==> config.mk <==
export PLATFORM = sky130hd
export DESIGN_NAME = linear_trend_growth_detector_core
export DESIGN_NICKNAME = d
export VERILOG_FILES = /design/src/hdl/ltgd_pkg.sv /design/src/hdl/ltgd_mac.sv /design/src/hdl/ltgd_div.sv /design/src/hdl/linear_trend_growth_detector_core.sv
export SDC_FILE = /design/constraint.sdc
export NUM_CORES = 2
export LEC_CHECK = 0
export BUFFER_PORTS_ARGS = -buffer_cell sky130_fd_sc_hd__buf_4
export CAP_MARGIN = 25
export CORE_UTILIZATION = 36
export DETAILED_ROUTE_END_ITERATION = 10
export GPL_TIMING_DRIVEN = 1
export PLACE_DENSITY = 0.56
export SYNTH_ARGS = -nofsm -noshare
export SYNTH_HDL_FRONTEND = slang
export SYNTH_SLANG_ARGS = --single-unit
==> constraint.sdc <==
create_clock -name clock -period 6.3 [get_ports clock]
set_input_delay 0.63 -clock clock [delete_from_list [all_inputs] [get_ports clock]]
set_output_delay 0.63 -clock clock [all_outputs]
set_load 0.01 [all_outputs]
==> src/hdl/ltgd_pkg.sv <==
// shared types and constants of the linear trend growth detector
`timescale 1ns / 1ps
`default_nettype none

package ltgd_pkg;

   // default sizing of the series
   localparam int MAX_SAMPLES_DEF = 256;
   localparam int SAMPLE_BITS_DEF = 24;

   // field widths fixed by the interface
   localparam int FIELD_W   = 24;
   localparam int THRESH_W  = 23;
   localparam int SLOPE_W   = 24;
   localparam int STATUS_W  = 2;
   localparam int FRAC_BITS = 16;

   // threshold after reset, 0.1 in Q16
   localparam logic [THRESH_W-1:0] THRESH_RESET = 23'd6554;

   // saturation limits of the slope magnitude
   localparam logic [SLOPE_W-1:0] SLOPE_POS_MAX = 24'h7FFFFF;
   localparam logic [SLOPE_W-1:0] SLOPE_NEG_MAX = 24'h800000;

   // width of the serial multiplier bit counter
   localparam int CYC_W = 6;

   // result status codes
   typedef enum logic [STATUS_W-1:0] {
      STATUS_EVALUATED  = 2'd0,
      STATUS_DEGENERATE = 2'd1,
      STATUS_OVERFLOW   = 2'd2
   } status_type;

   // control of the serial multiply-accumulate unit
   typedef struct packed {
      logic             start;
      logic             sub;
      logic [CYC_W-1:0] nbits;
   } mac_ctrl_type;

   // status of the serial divider
   typedef struct packed {
      logic done;
      logic ovf;
      logic rem_nz;
   } div_stat_type;

endpackage

`default_nettype wire

==> src/hdl/ltgd_mac.sv <==
// bit-serial multiply-accumulate unit: acc = init +/- a * b, one multiplier bit per cycle
`timescale 1ns / 1ps
`default_nettype none

module ltgd_mac #(
   parameter int A_W   = 64,
   parameter int B_W   = 32,
   parameter int ACC_W = 88
) (
   input  wire logic                  clock,
   input  wire logic                  reset,
   input  wire ltgd_pkg::mac_ctrl_type ctrl,
   input  wire logic [A_W-1:0]        a,
   input  wire logic [B_W-1:0]        b,
   input  wire logic [ACC_W-1:0]      init,
   output logic                       done,
   output logic [ACC_W-1:0]           acc
);

   localparam int CW = ltgd_pkg::CYC_W;

   logic             busy_ff, busy_in;
   logic             done_ff, done_in;
   logic             sub_ff, sub_in;
   logic [CW-1:0]    cnt_ff, cnt_in;
   logic [ACC_W-1:0] a_sh_ff, a_sh_in;
   logic [B_W-1:0]   b_sh_ff, b_sh_in;
   logic [ACC_W-1:0] acc_ff, acc_in;
   logic [ACC_W-1:0] addend;
   logic [ACC_W-1:0] sum;

   // add or subtract the shifted multiplicand
   assign addend = sub_ff ? ~a_sh_ff : a_sh_ff;
   assign sum    = acc_ff + addend + ACC_W'(sub_ff);

   // next state of the shift-and-add loop
   always_comb begin
      busy_in = busy_ff;
      done_in = 1'b0;
      sub_in  = sub_ff;
      cnt_in  = cnt_ff;
      a_sh_in = a_sh_ff;
      b_sh_in = b_sh_ff;
      acc_in  = acc_ff;
      if (ctrl.start) begin
         busy_in = 1'b1;
         sub_in  = ctrl.sub;
         cnt_in  = ctrl.nbits;
         a_sh_in = ACC_W'(a);
         b_sh_in = b;
         acc_in  = init;
      end else if (busy_ff) begin
         if (b_sh_ff[0]) begin
            acc_in = sum;
         end
         a_sh_in = a_sh_ff << 1;
         b_sh_in = b_sh_ff >> 1;
         cnt_in  = cnt_ff - CW'(1);
         if (cnt_ff == CW'(1)) begin
            busy_in = 1'b0;
            done_in = 1'b1;
         end
      end
   end

   // control registers
   always_ff @(posedge clock) begin
      if (reset) begin
         busy_ff <= 1'b0;
         done_ff <= 1'b0;
      end else begin
         busy_ff <= busy_in;
         done_ff <= done_in;
      end
   end

   // datapath registers
   always_ff @(posedge clock) begin
      sub_ff  <= sub_in;
      cnt_ff  <= cnt_in;
      a_sh_ff <= a_sh_in;
      b_sh_ff <= b_sh_in;
      acc_ff  <= acc_in;
   end

   assign done = done_ff;
   assign acc  = acc_ff;

endmodule

`default_nettype wire

==> src/hdl/ltgd_div.sv <==
// restoring divider, one quotient bit per cycle, with overflow check of the top bit
`timescale 1ns / 1ps
`default_nettype none

module ltgd_div #(
   parameter int DIV_W = 112,
   parameter int Q_W   = 24
) (
   input  wire logic                   clock,
   input  wire logic                   reset,
   input  wire logic                   start,
   input  wire logic [DIV_W-1:0]       dividend,
   input  wire logic [DIV_W-1:0]       divisor,
   output ltgd_pkg::div_stat_type      stat,
   output logic [Q_W-1:0]              quotient
);

   localparam int SW = $clog2(Q_W + 1);

   logic             busy_ff, busy_in;
   logic             done_ff, done_in;
   logic             ovf_ff, ovf_in;
   logic [SW-1:0]    step_ff, step_in;
   logic [DIV_W-1:0] rem_ff, rem_in;
   logic [DIV_W-1:0] dsh_ff, dsh_in;
   logic [Q_W-1:0]   q_ff, q_in;
   logic [DIV_W:0]   diff;
   logic             ge;
   logic             first;

   // trial subtraction of the shifted divisor
   assign diff  = {1'b0, rem_ff} - {1'b0, dsh_ff};
   assign ge    = ~diff[DIV_W];
   assign first = (step_ff == SW'(Q_W));

   // next state of the division loop
   always_comb begin
      busy_in = busy_ff;
      done_in = 1'b0;
      ovf_in  = ovf_ff;
      step_in = step_ff;
      rem_in  = rem_ff;
      dsh_in  = dsh_ff;
      q_in    = q_ff;
      if (start) begin
         busy_in = 1'b1;
         ovf_in  = 1'b0;
         step_in = SW'(Q_W);
         rem_in  = dividend;
         dsh_in  = divisor << Q_W;
         q_in    = '0;
      end else if (busy_ff) begin
         if (first && ge) begin
            // quotient does not fit, stop early
            ovf_in  = 1'b1;
            busy_in = 1'b0;
            done_in = 1'b1;
         end else begin
            if (ge) begin
               rem_in = diff[DIV_W-1:0];
            end
            if (!first) begin
               q_in = {q_ff[Q_W-2:0], ge};
            end
            dsh_in  = dsh_ff >> 1;
            step_in = step_ff - SW'(1);
            if (step_ff == '0) begin
               busy_in = 1'b0;
               done_in = 1'b1;
            end
         end
      end
   end

   // control registers
   always_ff @(posedge clock) begin
      if (reset) begin
         busy_ff <= 1'b0;
         done_ff <= 1'b0;
      end else begin
         busy_ff <= busy_in;
         done_ff <= done_in;
      end
   end

   // datapath registers
   always_ff @(posedge clock) begin
      ovf_ff  <= ovf_in;
      step_ff <= step_in;
      rem_ff  <= rem_in;
      dsh_ff  <= dsh_in;
      q_ff    <= q_in;
   end

   assign stat.done   = done_ff;
   assign stat.ovf    = ovf_ff;
   assign stat.rem_nz = |rem_ff;
   assign quotient    = q_ff;

endmodule

`default_nettype wire

==> src/hdl/linear_trend_growth_detector_core.sv <==
// Top level of the linear trend growth detector: series accumulation and slope evaluation.
// A sample is processed by the bit-serial multiplier, which forms t*t and t*m one multiplier
// bit per cycle; a sample is taken only in the idle state.
// The last sample of a series with spread on both axes adds four more serial products,
// two scaling products and a 25-step restoring division.
// Synchronous active-high reset: threshold to 0.1 in Q16, series cleared, no result pending.
`timescale 1ns / 1ps
`default_nettype none

module linear_trend_growth_detector_core #(
   parameter int MAX_SAMPLES = ltgd_pkg::MAX_SAMPLES_DEF,
   parameter int SAMPLE_BITS = ltgd_pkg::SAMPLE_BITS_DEF
) (
   input  wire logic                          clock,
   input  wire logic                          reset,
   // sample channel
   input  wire logic                          req_valid,
   output logic                               req_stall,
   input  wire logic [ltgd_pkg::FIELD_W-1:0]  req_sample_time,
   input  wire logic [ltgd_pkg::FIELD_W-1:0]  req_memory_used,
   input  wire logic                          req_last_sample,
   // result channel
   output logic                               rsp_valid,
   input  wire logic                          rsp_stall,
   output logic                               rsp_growing,
   output logic signed [ltgd_pkg::SLOPE_W-1:0] rsp_slope_q16,
   output logic [ltgd_pkg::STATUS_W-1:0]      rsp_status,
   // threshold register
   input  wire logic                          csr_write_enable,
   input  wire logic [ltgd_pkg::THRESH_W-1:0] csr_write_data
);

   localparam int SB     = SAMPLE_BITS;
   localparam int LG     = $clog2(MAX_SAMPLES);
   localparam int CNT_W  = $clog2(MAX_SAMPLES + 2);
   localparam int SUM_W  = SB + LG;
   localparam int SQ_W   = 2 * SB + LG;
   localparam int NUM_W  = 2 * SB + 2 * LG;
   localparam int PROD_W = NUM_W + SB;
   localparam int SL_W   = ltgd_pkg::SLOPE_W;
   localparam int DIV_W  = PROD_W + SL_W;
   localparam int TH_W   = ltgd_pkg::THRESH_W;
   localparam int ST_W   = ltgd_pkg::STATUS_W;
   localparam int CW     = ltgd_pkg::CYC_W;
   localparam int FRAC   = ltgd_pkg::FRAC_BITS;

   typedef enum logic [5:0] {
      S_IDLE     = 6'b000001,
      S_ISSUE    = 6'b000010,
      S_WAIT     = 6'b000100,
      S_DIV_GO   = 6'b001000,
      S_DIV_WAIT = 6'b010000,
      S_DONE     = 6'b100000
   } state_type;

   typedef enum logic [2:0] {
      OP_SQUARE,
      OP_CROSS,
      OP_N_SXY,
      OP_SX_SY,
      OP_N_SXX,
      OP_SX_SX,
      OP_TOP,
      OP_BOT
   } op_type;

   state_type            state_ff, state_in;
   op_type               op_ff, op_in;
   logic                 last_ff, last_in;
   ltgd_pkg::status_type status_ff, status_in;
   logic [TH_W-1:0]      thr_ff, thr_in;

   logic [CNT_W-1:0]     count_ff, count_in;
   logic [SB-1:0]        lo_t_ff, lo_t_in, hi_t_ff, hi_t_in;
   logic [SB-1:0]        lo_m_ff, lo_m_in, hi_m_ff, hi_m_in;
   logic [SUM_W-1:0]     sx_ff, sx_in, sy_ff, sy_in;
   logic [SQ_W-1:0]      sxx_ff, sxx_in, sxy_ff, sxy_in;
   logic [SB-1:0]        t_ff, t_in, m_ff, m_in;

   logic                 neg_ff, neg_in;
   logic [NUM_W-1:0]     mag_ff, mag_in;
   logic [NUM_W-1:0]     den_ff, den_in;
   logic [PROD_W-1:0]    top_ff, top_in;

   logic                 rsp_valid_ff, rsp_valid_in;
   logic                 rsp_growing_ff, rsp_growing_in;
   logic [SL_W-1:0]      rsp_slope_ff, rsp_slope_in;
   logic [ST_W-1:0]      rsp_status_ff, rsp_status_in;

   ltgd_pkg::mac_ctrl_type mac_ctrl;
   logic [NUM_W-1:0]     mac_a;
   logic [SUM_W-1:0]     mac_b;
   logic [PROD_W-1:0]    mac_init;
   logic                 mac_done;
   logic [PROD_W-1:0]    mac_acc;

   ltgd_pkg::div_stat_type div_stat;
   logic [SL_W-1:0]      quot;

   logic [SB-1:0]        t_new, m_new;
   logic                 take;
   logic                 out_free;
   logic [NUM_W-1:0]     num;
   logic [SL_W-1:0]      cap, sat, slope_val, thr_ext;
   logic                 grow_val;

   // sample fields narrowed to the used bits
   assign t_new    = req_sample_time[SB-1:0];
   assign m_new    = req_memory_used[SB-1:0];
   assign take     = req_valid && (state_ff == S_IDLE);
   assign out_free = !rsp_valid_ff || !rsp_stall;
   assign num      = mac_acc[NUM_W-1:0];

   // operand selection for the serial multiplier
   always_comb begin
      mac_ctrl.start = (state_ff == S_ISSUE);
      mac_ctrl.sub   = 1'b0;
      mac_ctrl.nbits = CW'(SB);
      mac_a          = NUM_W'(t_ff);
      mac_b          = SUM_W'(t_ff);
      mac_init       = '0;
      unique case (op_ff)
         OP_SQUARE: begin
            mac_init = PROD_W'(sxx_ff);
         end
         OP_CROSS: begin
            mac_a    = NUM_W'(m_ff);
            mac_init = PROD_W'(sxy_ff);
         end
         OP_N_SXY: begin
            mac_a          = NUM_W'(sxy_ff);
            mac_b          = SUM_W'(count_ff);
            mac_ctrl.nbits = CW'(CNT_W);
         end
         OP_SX_SY: begin
            mac_a          = NUM_W'(sx_ff);
            mac_b          = sy_ff;
            mac_init       = mac_acc;
            mac_ctrl.sub   = 1'b1;
            mac_ctrl.nbits = CW'(SUM_W);
         end
         OP_N_SXX: begin
            mac_a          = NUM_W'(sxx_ff);
            mac_b          = SUM_W'(count_ff);
            mac_ctrl.nbits = CW'(CNT_W);
         end
         OP_SX_SX: begin
            mac_a          = NUM_W'(sx_ff);
            mac_b          = sx_ff;
            mac_init       = mac_acc;
            mac_ctrl.sub   = 1'b1;
            mac_ctrl.nbits = CW'(SUM_W);
         end
         OP_TOP: begin
            mac_a = mag_ff;
            mac_b = SUM_W'(hi_t_ff - lo_t_ff);
         end
         OP_BOT: begin
            mac_a = den_ff;
            mac_b = SUM_W'(hi_m_ff - lo_m_ff);
         end
      endcase
   end

   ltgd_mac #(
      .A_W   (NUM_W),
      .B_W   (SUM_W),
      .ACC_W (PROD_W)
   ) u_mac (
      .clock (clock),
      .reset (reset),
      .ctrl  (mac_ctrl),
      .a     (mac_a),
      .b     (mac_b),
      .init  (mac_init),
      .done  (mac_done),
      .acc   (mac_acc)
   );

   ltgd_div #(
      .DIV_W (DIV_W),
      .Q_W   (SL_W)
   ) u_div (
      .clock    (clock),
      .reset    (reset),
      .start    (state_ff == S_DIV_GO),
      .dividend (DIV_W'({top_ff, {FRAC{1'b0}}})),
      .divisor  (DIV_W'(mac_acc)),
      .stat     (div_stat),
      .quotient (quot)
   );

   // saturation and threshold compare of the quotient
   always_comb begin
      thr_ext   = SL_W'(thr_ff);
      cap       = neg_ff ? ltgd_pkg::SLOPE_NEG_MAX : ltgd_pkg::SLOPE_POS_MAX;
      sat       = (div_stat.ovf || (quot > cap)) ? cap : quot;
      slope_val = neg_ff ? (SL_W'(0) - sat) : sat;
      grow_val  = !neg_ff && (div_stat.ovf || (quot > thr_ext) ||
                              ((quot == thr_ext) && div_stat.rem_nz));
   end

   // sequencer
   always_comb begin
      state_in       = state_ff;
      op_in          = op_ff;
      last_in        = last_ff;
      status_in      = status_ff;
      thr_in         = csr_write_enable ? csr_write_data : thr_ff;
      count_in       = count_ff;
      lo_t_in        = lo_t_ff;
      hi_t_in        = hi_t_ff;
      lo_m_in        = lo_m_ff;
      hi_m_in        = hi_m_ff;
      sx_in          = sx_ff;
      sy_in          = sy_ff;
      sxx_in         = sxx_ff;
      sxy_in         = sxy_ff;
      t_in           = t_ff;
      m_in           = m_ff;
      neg_in         = neg_ff;
      mag_in         = mag_ff;
      den_in         = den_ff;
      top_in         = top_ff;
      rsp_valid_in   = rsp_valid_ff && rsp_stall;
      rsp_growing_in = rsp_growing_ff;
      rsp_slope_in   = rsp_slope_ff;
      rsp_status_in  = rsp_status_ff;

      unique case (state_ff)
         S_IDLE: begin
            if (take) begin
               last_in = req_last_sample;
               if (count_ff >= CNT_W'(MAX_SAMPLES)) begin
                  // series too long, mark and drop the sample
                  count_in = CNT_W'(MAX_SAMPLES + 1);
                  if (req_last_sample) begin
                     status_in = ltgd_pkg::STATUS_OVERFLOW;
                     state_in  = S_DONE;
                  end
               end else begin
                  t_in = t_new;
                  m_in = m_new;
                  if (count_ff == '0) begin
                     lo_t_in = t_new;
                     hi_t_in = t_new;
                     lo_m_in = m_new;
                     hi_m_in = m_new;
                  end else begin
                     if (t_new < lo_t_ff) lo_t_in = t_new;
                     if (t_new > hi_t_ff) hi_t_in = t_new;
                     if (m_new < lo_m_ff) lo_m_in = m_new;
                     if (m_new > hi_m_ff) hi_m_in = m_new;
                  end
                  count_in = count_ff + CNT_W'(1);
                  sx_in    = sx_ff + SUM_W'(t_new);
                  sy_in    = sy_ff + SUM_W'(m_new);
                  op_in    = OP_SQUARE;
                  state_in = S_ISSUE;
               end
            end
         end
         S_ISSUE: begin
            state_in = S_WAIT;
         end
         S_WAIT: begin
            if (mac_done) begin
               state_in = S_ISSUE;
               unique case (op_ff)
                  OP_SQUARE: begin
                     sxx_in = mac_acc[SQ_W-1:0];
                     op_in  = OP_CROSS;
                  end
                  OP_CROSS: begin
                     sxy_in = mac_acc[SQ_W-1:0];
                     if (!last_ff) begin
                        state_in = S_IDLE;
                     end else if ((lo_t_ff == hi_t_ff) || (lo_m_ff == hi_m_ff)) begin
                        status_in = ltgd_pkg::STATUS_DEGENERATE;
                        state_in  = S_DONE;
                     end else begin
                        status_in = ltgd_pkg::STATUS_EVALUATED;
                        op_in     = OP_N_SXY;
                     end
                  end
                  OP_N_SXY: begin
                     op_in = OP_SX_SY;
                  end
                  OP_SX_SY: begin
                     neg_in = num[NUM_W-1];
                     mag_in = num[NUM_W-1] ? (NUM_W'(0) - num) : num;
                     op_in  = OP_N_SXX;
                  end
                  OP_N_SXX: begin
                     op_in = OP_SX_SX;
                  end
                  OP_SX_SX: begin
                     den_in = num;
                     op_in  = OP_TOP;
                  end
                  OP_TOP: begin
                     top_in = mac_acc;
                     op_in  = OP_BOT;
                  end
                  OP_BOT: begin
                     state_in = S_DIV_GO;
                  end
               endcase
            end
         end
         S_DIV_GO: begin
            state_in = S_DIV_WAIT;
         end
         S_DIV_WAIT: begin
            if (div_stat.done) begin
               state_in = S_DONE;
            end
         end
         S_DONE: begin
            if (out_free) begin
               // hand the result to the output register and clear the series
               rsp_valid_in  = 1'b1;
               rsp_status_in = status_ff;
               if (status_ff == ltgd_pkg::STATUS_EVALUATED) begin
                  rsp_growing_in = grow_val;
                  rsp_slope_in   = slope_val;
               end else begin
                  rsp_growing_in = 1'b0;
                  rsp_slope_in   = '0;
               end
               count_in = '0;
               sx_in    = '0;
               sy_in    = '0;
               sxx_in   = '0;
               sxy_in   = '0;
               state_in = S_IDLE;
            end
         end
         default: begin
            state_in = S_IDLE;
         end
      endcase
   end

   // control and series registers
   always_ff @(posedge clock) begin
      if (reset) begin
         state_ff     <= S_IDLE;
         thr_ff       <= ltgd_pkg::THRESH_RESET;
         rsp_valid_ff <= 1'b0;
         count_ff     <= '0;
         sx_ff        <= '0;
         sy_ff        <= '0;
         sxx_ff       <= '0;
         sxy_ff       <= '0;
      end else begin
         state_ff     <= state_in;
         thr_ff       <= thr_in;
         rsp_valid_ff <= rsp_valid_in;
         count_ff     <= count_in;
         sx_ff        <= sx_in;
         sy_ff        <= sy_in;
         sxx_ff       <= sxx_in;
         sxy_ff       <= sxy_in;
      end
   end

   // payload registers
   always_ff @(posedge clock) begin
      op_ff          <= op_in;
      last_ff        <= last_in;
      status_ff      <= status_in;
      lo_t_ff        <= lo_t_in;
      hi_t_ff        <= hi_t_in;
      lo_m_ff        <= lo_m_in;
      hi_m_ff        <= hi_m_in;
      t_ff           <= t_in;
      m_ff           <= m_in;
      neg_ff         <= neg_in;
      mag_ff         <= mag_in;
      den_ff         <= den_in;
      top_ff         <= top_in;
      rsp_growing_ff <= rsp_growing_in;
      rsp_slope_ff   <= rsp_slope_in;
      rsp_status_ff  <= rsp_status_in;
   end

   assign req_stall     = (state_ff != S_IDLE);
   assign rsp_valid     = rsp_valid_ff;
   assign rsp_growing   = rsp_growing_ff;
   assign rsp_slope_q16 = $signed(rsp_slope_ff);
   assign rsp_status    = rsp_status_ff;

endmodule

`default_nettype wire

==> reports/results.txt <==
The first global-routing pass estimated 325.1 mm of wire. After synthesis, the most frequently instantiated cells are sky130_fd_sc_hd__edfxtp_1 (761), sky130_fd_sc_hd__a21oi_1 (709), sky130_fd_sc_hd__nand2_1 (633). Setup violations remaining at the end of the flow were counted as 0. The synthesized netlist devotes 13.83% of its cell area to simple gates. The most critical setup path has its endpoint at u_mac.acc[86]$_SDFFCE_PP0P_.

VDD sags by at most 0.3135 mV. The average cell area after synthesis works out to 9.473 um2. The share of the Yosys chip area taken by registers is 44.96%. The worst path in the final design needs a cycle of 5.376 ns, including I/O delays and setup. The category of the worst setup path launch point was a flop.

Adding up every negative setup slack in the final design gives 0 ns. By area the synthesized netlist is led by sky130_fd_sc_hd__edfxtp_1 (35%), sky130_fd_sc_hd__dfxtp_1 (9.9%), sky130_fd_sc_hd__ha_1 (8.5%). The total cell area at the placement stage was 68,510 um2; the total number of placement rows was 155. The cell type group with the largest total delay on the critical path is simple AND/OR/NAND/NOR gates.

The tools report the length of the first detailed-routing pass in iterations as 6. The top flip-flop cell by instance count after synthesis was sky130_fd_sc_hd__edfxtp_1. The number of maximum-capacitance violations is 0.

The start point of the critical path was u_mac.sub_ff$_DFFE_PP_. Pin placement for this block handled 106 I/O pins. Highest cell delay on the worst timing path: 0.78 ns. The signal on the critical path passes through buf_12, xor2_1, ha_1, and3_1, nand4_1, nor3_1, nand3_1, nand2_1, a31oi_1, o31ai_1, a21o_1, a311oi_1, xor2_1, nor2_1. Yosys mapped a number of flops with a built-in enable equal to 761.

The worst register-to-register path has a depth of 14. The tools report the worst path setup slack after routing as 0.9236 ns. The worst reg2reg path startpoint is u_mac.sub_ff$_DFFE_PP_. Entering global routing, the biggest net connects 153 pins. The final worst-path cycle share is 85.34%.

The required time of the worst setup path came out at 6.80 ns. Synthesis inferred 1,082 register bits. Post-synthesis share of cell area spent on full adders, half adders and majority gates: 8.696%. The run gives 26.08% as the worst relative slew slack. Counting flops with an async set or reset pin after synthesis yields a share of 0%. The initial antenna violation count was 9.

The tools report the HPWL reported at the end of detailed placement as 155.2 mm. The effective utilization at floorplan was 36.38%; the utilization after layout was 40.50%. In this run the deepest clock path goes through 3 buffers. In this run the power density over the cells is 303.1 nW/um2. The routed design has 218.7 mm of wire. Global routing consumed, over all layers together, 23.31% of the routing resources.

The die extent in x works out to 427.3 um. Compared with the post-synthesis result, the final layout area differs by 11.33%. The final-report hold violation count was 0.

In the final layout, the share of cells above drive strength 1 is 7.620%. The number of buffer and inverter instances along the worst setup path was 1. The tools report the clock root buffer master as sky130_fd_sc_hd__clkbuf_16.

The critical path is of the flop to flop type. Prior to clock tree synthesis, the placed netlist has a worst setup slack of 0.9626 ns. Clock-pin slew was measured on the worst setup and hold paths at 0.06 ns. The die covers 182,600 um2. The flow ran to the end, and the final reports show no timing, DRC or antenna violations. The number of I/O port buffers came out at 105. The number of vias per cell was 5.763; the setup slack of the worst register-to-register path was 0.92 ns.

Routability-driven placement congestion ratio: 0.9454. The tightest min-delay check is of the input pin to flop type. Once the clock tree was built, the resizer swapped 0 gates to a different size. The most repeated cell in the gate-level netlist after synthesis was sky130_fd_sc_hd__edfxtp_1. TritonCTS built the clock tree. The number of DRC markers in iteration 0 came out at 4,771. The critical path's slowest cell is sky130_fd_sc_hd__edfxtp_1. The cell count after synthesis is 6,874. In the routed design, unresolved DRC markers number 0. The largest driver fanout on the critical path is 71. In this run the number of cells on the critical path is 14.

At the later pin of the worst-skew pair, clock insertion delay measures 0.80 ns. In this design, the critical path's most frequently occurring cell is sky130_fd_sc_hd__xor2_1. For the area of all placed cells without fillers, the log shows 72,500 um2. Measured along the y axis, the die boundary spans 427.3 um.

The largest family of logic cells by synthesized area is compound AO/OA/AOI/OAI gates. After synthesis, the largest area contributor takes up 35.09% of total cell area. Setup repair after global routing left no endpoint under its margin. For the static leakage, the log shows 28.39 nW.

The netlist uses 86 different library cells. For this design, the sink count on the clock tree is 1,082. The number of hold buffers added after CTS was 0. The via count of the first global-routing pass is 51.62k, and the number of nets in the final layout is 7,336. The tools report the H-tree depth as 3. Timing would allow up to 0.1860 GHz.

In the final routed layout, each cell accounts on average for 23.59 um. For the pin with the worst max-slew slack, the measured transition is 1.109 ns. Final clock skew: 0.03810 ns. After floorplanning, the core was sized to cover 179,000 um2. For the worst setup path, the data arrival time is 5.88 ns. The count of yosys warnings during synthesis is 0, and the number of clock buffers inserted by TritonCTS is 120. The tools report the final max-slew violation count as 0.

STA classifies the critical path endpoint as a flop. After global routing the overflow that remains totals 0. The remaining antenna violation count after routing is 0.

Post-CTS timing repair inserted 0 buffers for setup. The synthesized netlist devotes 5.810% of its cell area to XOR and XNOR gates. The synthesized net count is 7,400.

The routed layout has 53.43k vias. The largest area contributor in the netlist is sky130_fd_sc_hd__edfxtp_1. For the cell area after synthesis, the log shows 65,120 um2. The tools report the reg-to-reg endpoint as u_mac.acc[86]$_SDFFCE_PP0P_. The synthesized netlist devotes 20.23% of its cell area to compound gates. The portion of synthesized area spent on multiplexers is 1.923%. The tools report the sum of internal, switching and leakage power as 21.98 mW.
[cell type report]
cell class | count | area (um2)
fill | 17580 | 106500
sequential | 1082 | 29280
inverter | 386 | 1456
multi-input combinational | 5007 | 33070
tap | 2355 | 2947
timing repair buffer | 213 | 1764
clock buffer | 166 | 3316
clock inverter | 62 | 660.6
antenna | 1 | 2.502
[worst min path at each step]
stage	from	end	slack (ns)	cells after the start
global placement	sxx_ff[17]$_SDFFE_PP0P_	sxx_ff[17]$_SDFFE_PP0P_	0.44	2
global route	req_last_sample	last_ff$_DFFE_PP_	0.01	1
detailed placement	sxx_ff[17]$_SDFFE_PP0P_	sxx_ff[17]$_SDFFE_PP0P_	0.45	2
floorplan	sy_ff[19]$_SDFFE_PP0P_	sy_ff[19]$_SDFFE_PP0P_	0.43	2
finish	req_last_sample	last_ff$_DFFE_PP_	0.05	1
CTS	req_last_sample	last_ff$_DFFE_PP_	0.0001	1
[placed cells by master, fill, tap and decap left out, drive strengths merged, types with 24 or more instances in the layout]
cell	n
nor2	514
nand2	634
clkbuf	167
edfxtp	761
o21bai	85
a22oi	100
mux2	65
or3	44
clkinv	44
nor2b	60
inv	389
o21ai	399
o211ai	24
dfxtp	321
nand4	122
ha	443
a221oi	58
nand3	201
a21oi	709
o21a	34
o31ai	78
xnor2	230
nand2b	77
xor2	202
mux2i	52
nor3	91
and3	27
buf	212
a22o	129
a211oi	28
nor4	54
a31oi	94
a21o	178
[flip-flops by register name, indices dropped and copies added (netlist names), 32 cells and up]
signal	cells
u_mac.acc	88
sx_ff	32
sy_ff	32
sxy_ff	56
mag_ff	64
den_ff	64
u_mac.b_sh_ff	32
u_div.dsh_ff	112
sxx_ff	56
u_mac.a_sh_ff	88
top_ff	88
u_div.rem_ff	112
[cell families (layout without fill, tap and decap cells)]
| kind of cell | Yosys count | count (layout) |
|---|---|---|
| other cells | 0 | 1 |
| fa+ha+maj | 449 | 449 |
| compound gates | 2077 | 2077 |
| simple gates | 1932 | 1932 |
| buf+inv | 785 | 827 |
| mux | 117 | 117 |
| xor+xnor | 432 | 432 |
| flops | 1082 | 1082 |
[layer usage]
| layer | vias up | routed length (um) | track usage [%] |
|---|---|---|---|
| li1 | 25110 | - | - |
| met1 | 26080 | 94320 | 30.57 |
| met2 | 1793 | 102000 | 38.46 |
| met3 | 434 | 11930 | 2.871 |
| met4 | 10 | 10400 | 10.13 |
| met5 | - | 49 | 0 |
[report_power, final]
group / switching, mW / total [mW] / internal (mW)
Combinational: 3.81 / 5.96 / 2.15
Sequential: 0.498 / 8.82 / 8.33
Clock: 3.19 / 7.19 / 4.00
Total: 7.50 / 22.0 / 14.5
[per-stage QoR]
stage | std cells | hold slack [ns]
finish | 9272 | 0.04939
global route | 9271 | 0.01352
CTS | 9270 | 0.0001342
detailed placement | 9042 | 0.4496
global placement | 9037 | 0.4435
floorplan | 6874 | 0.4327
Power figures use the tool's default switching activity.
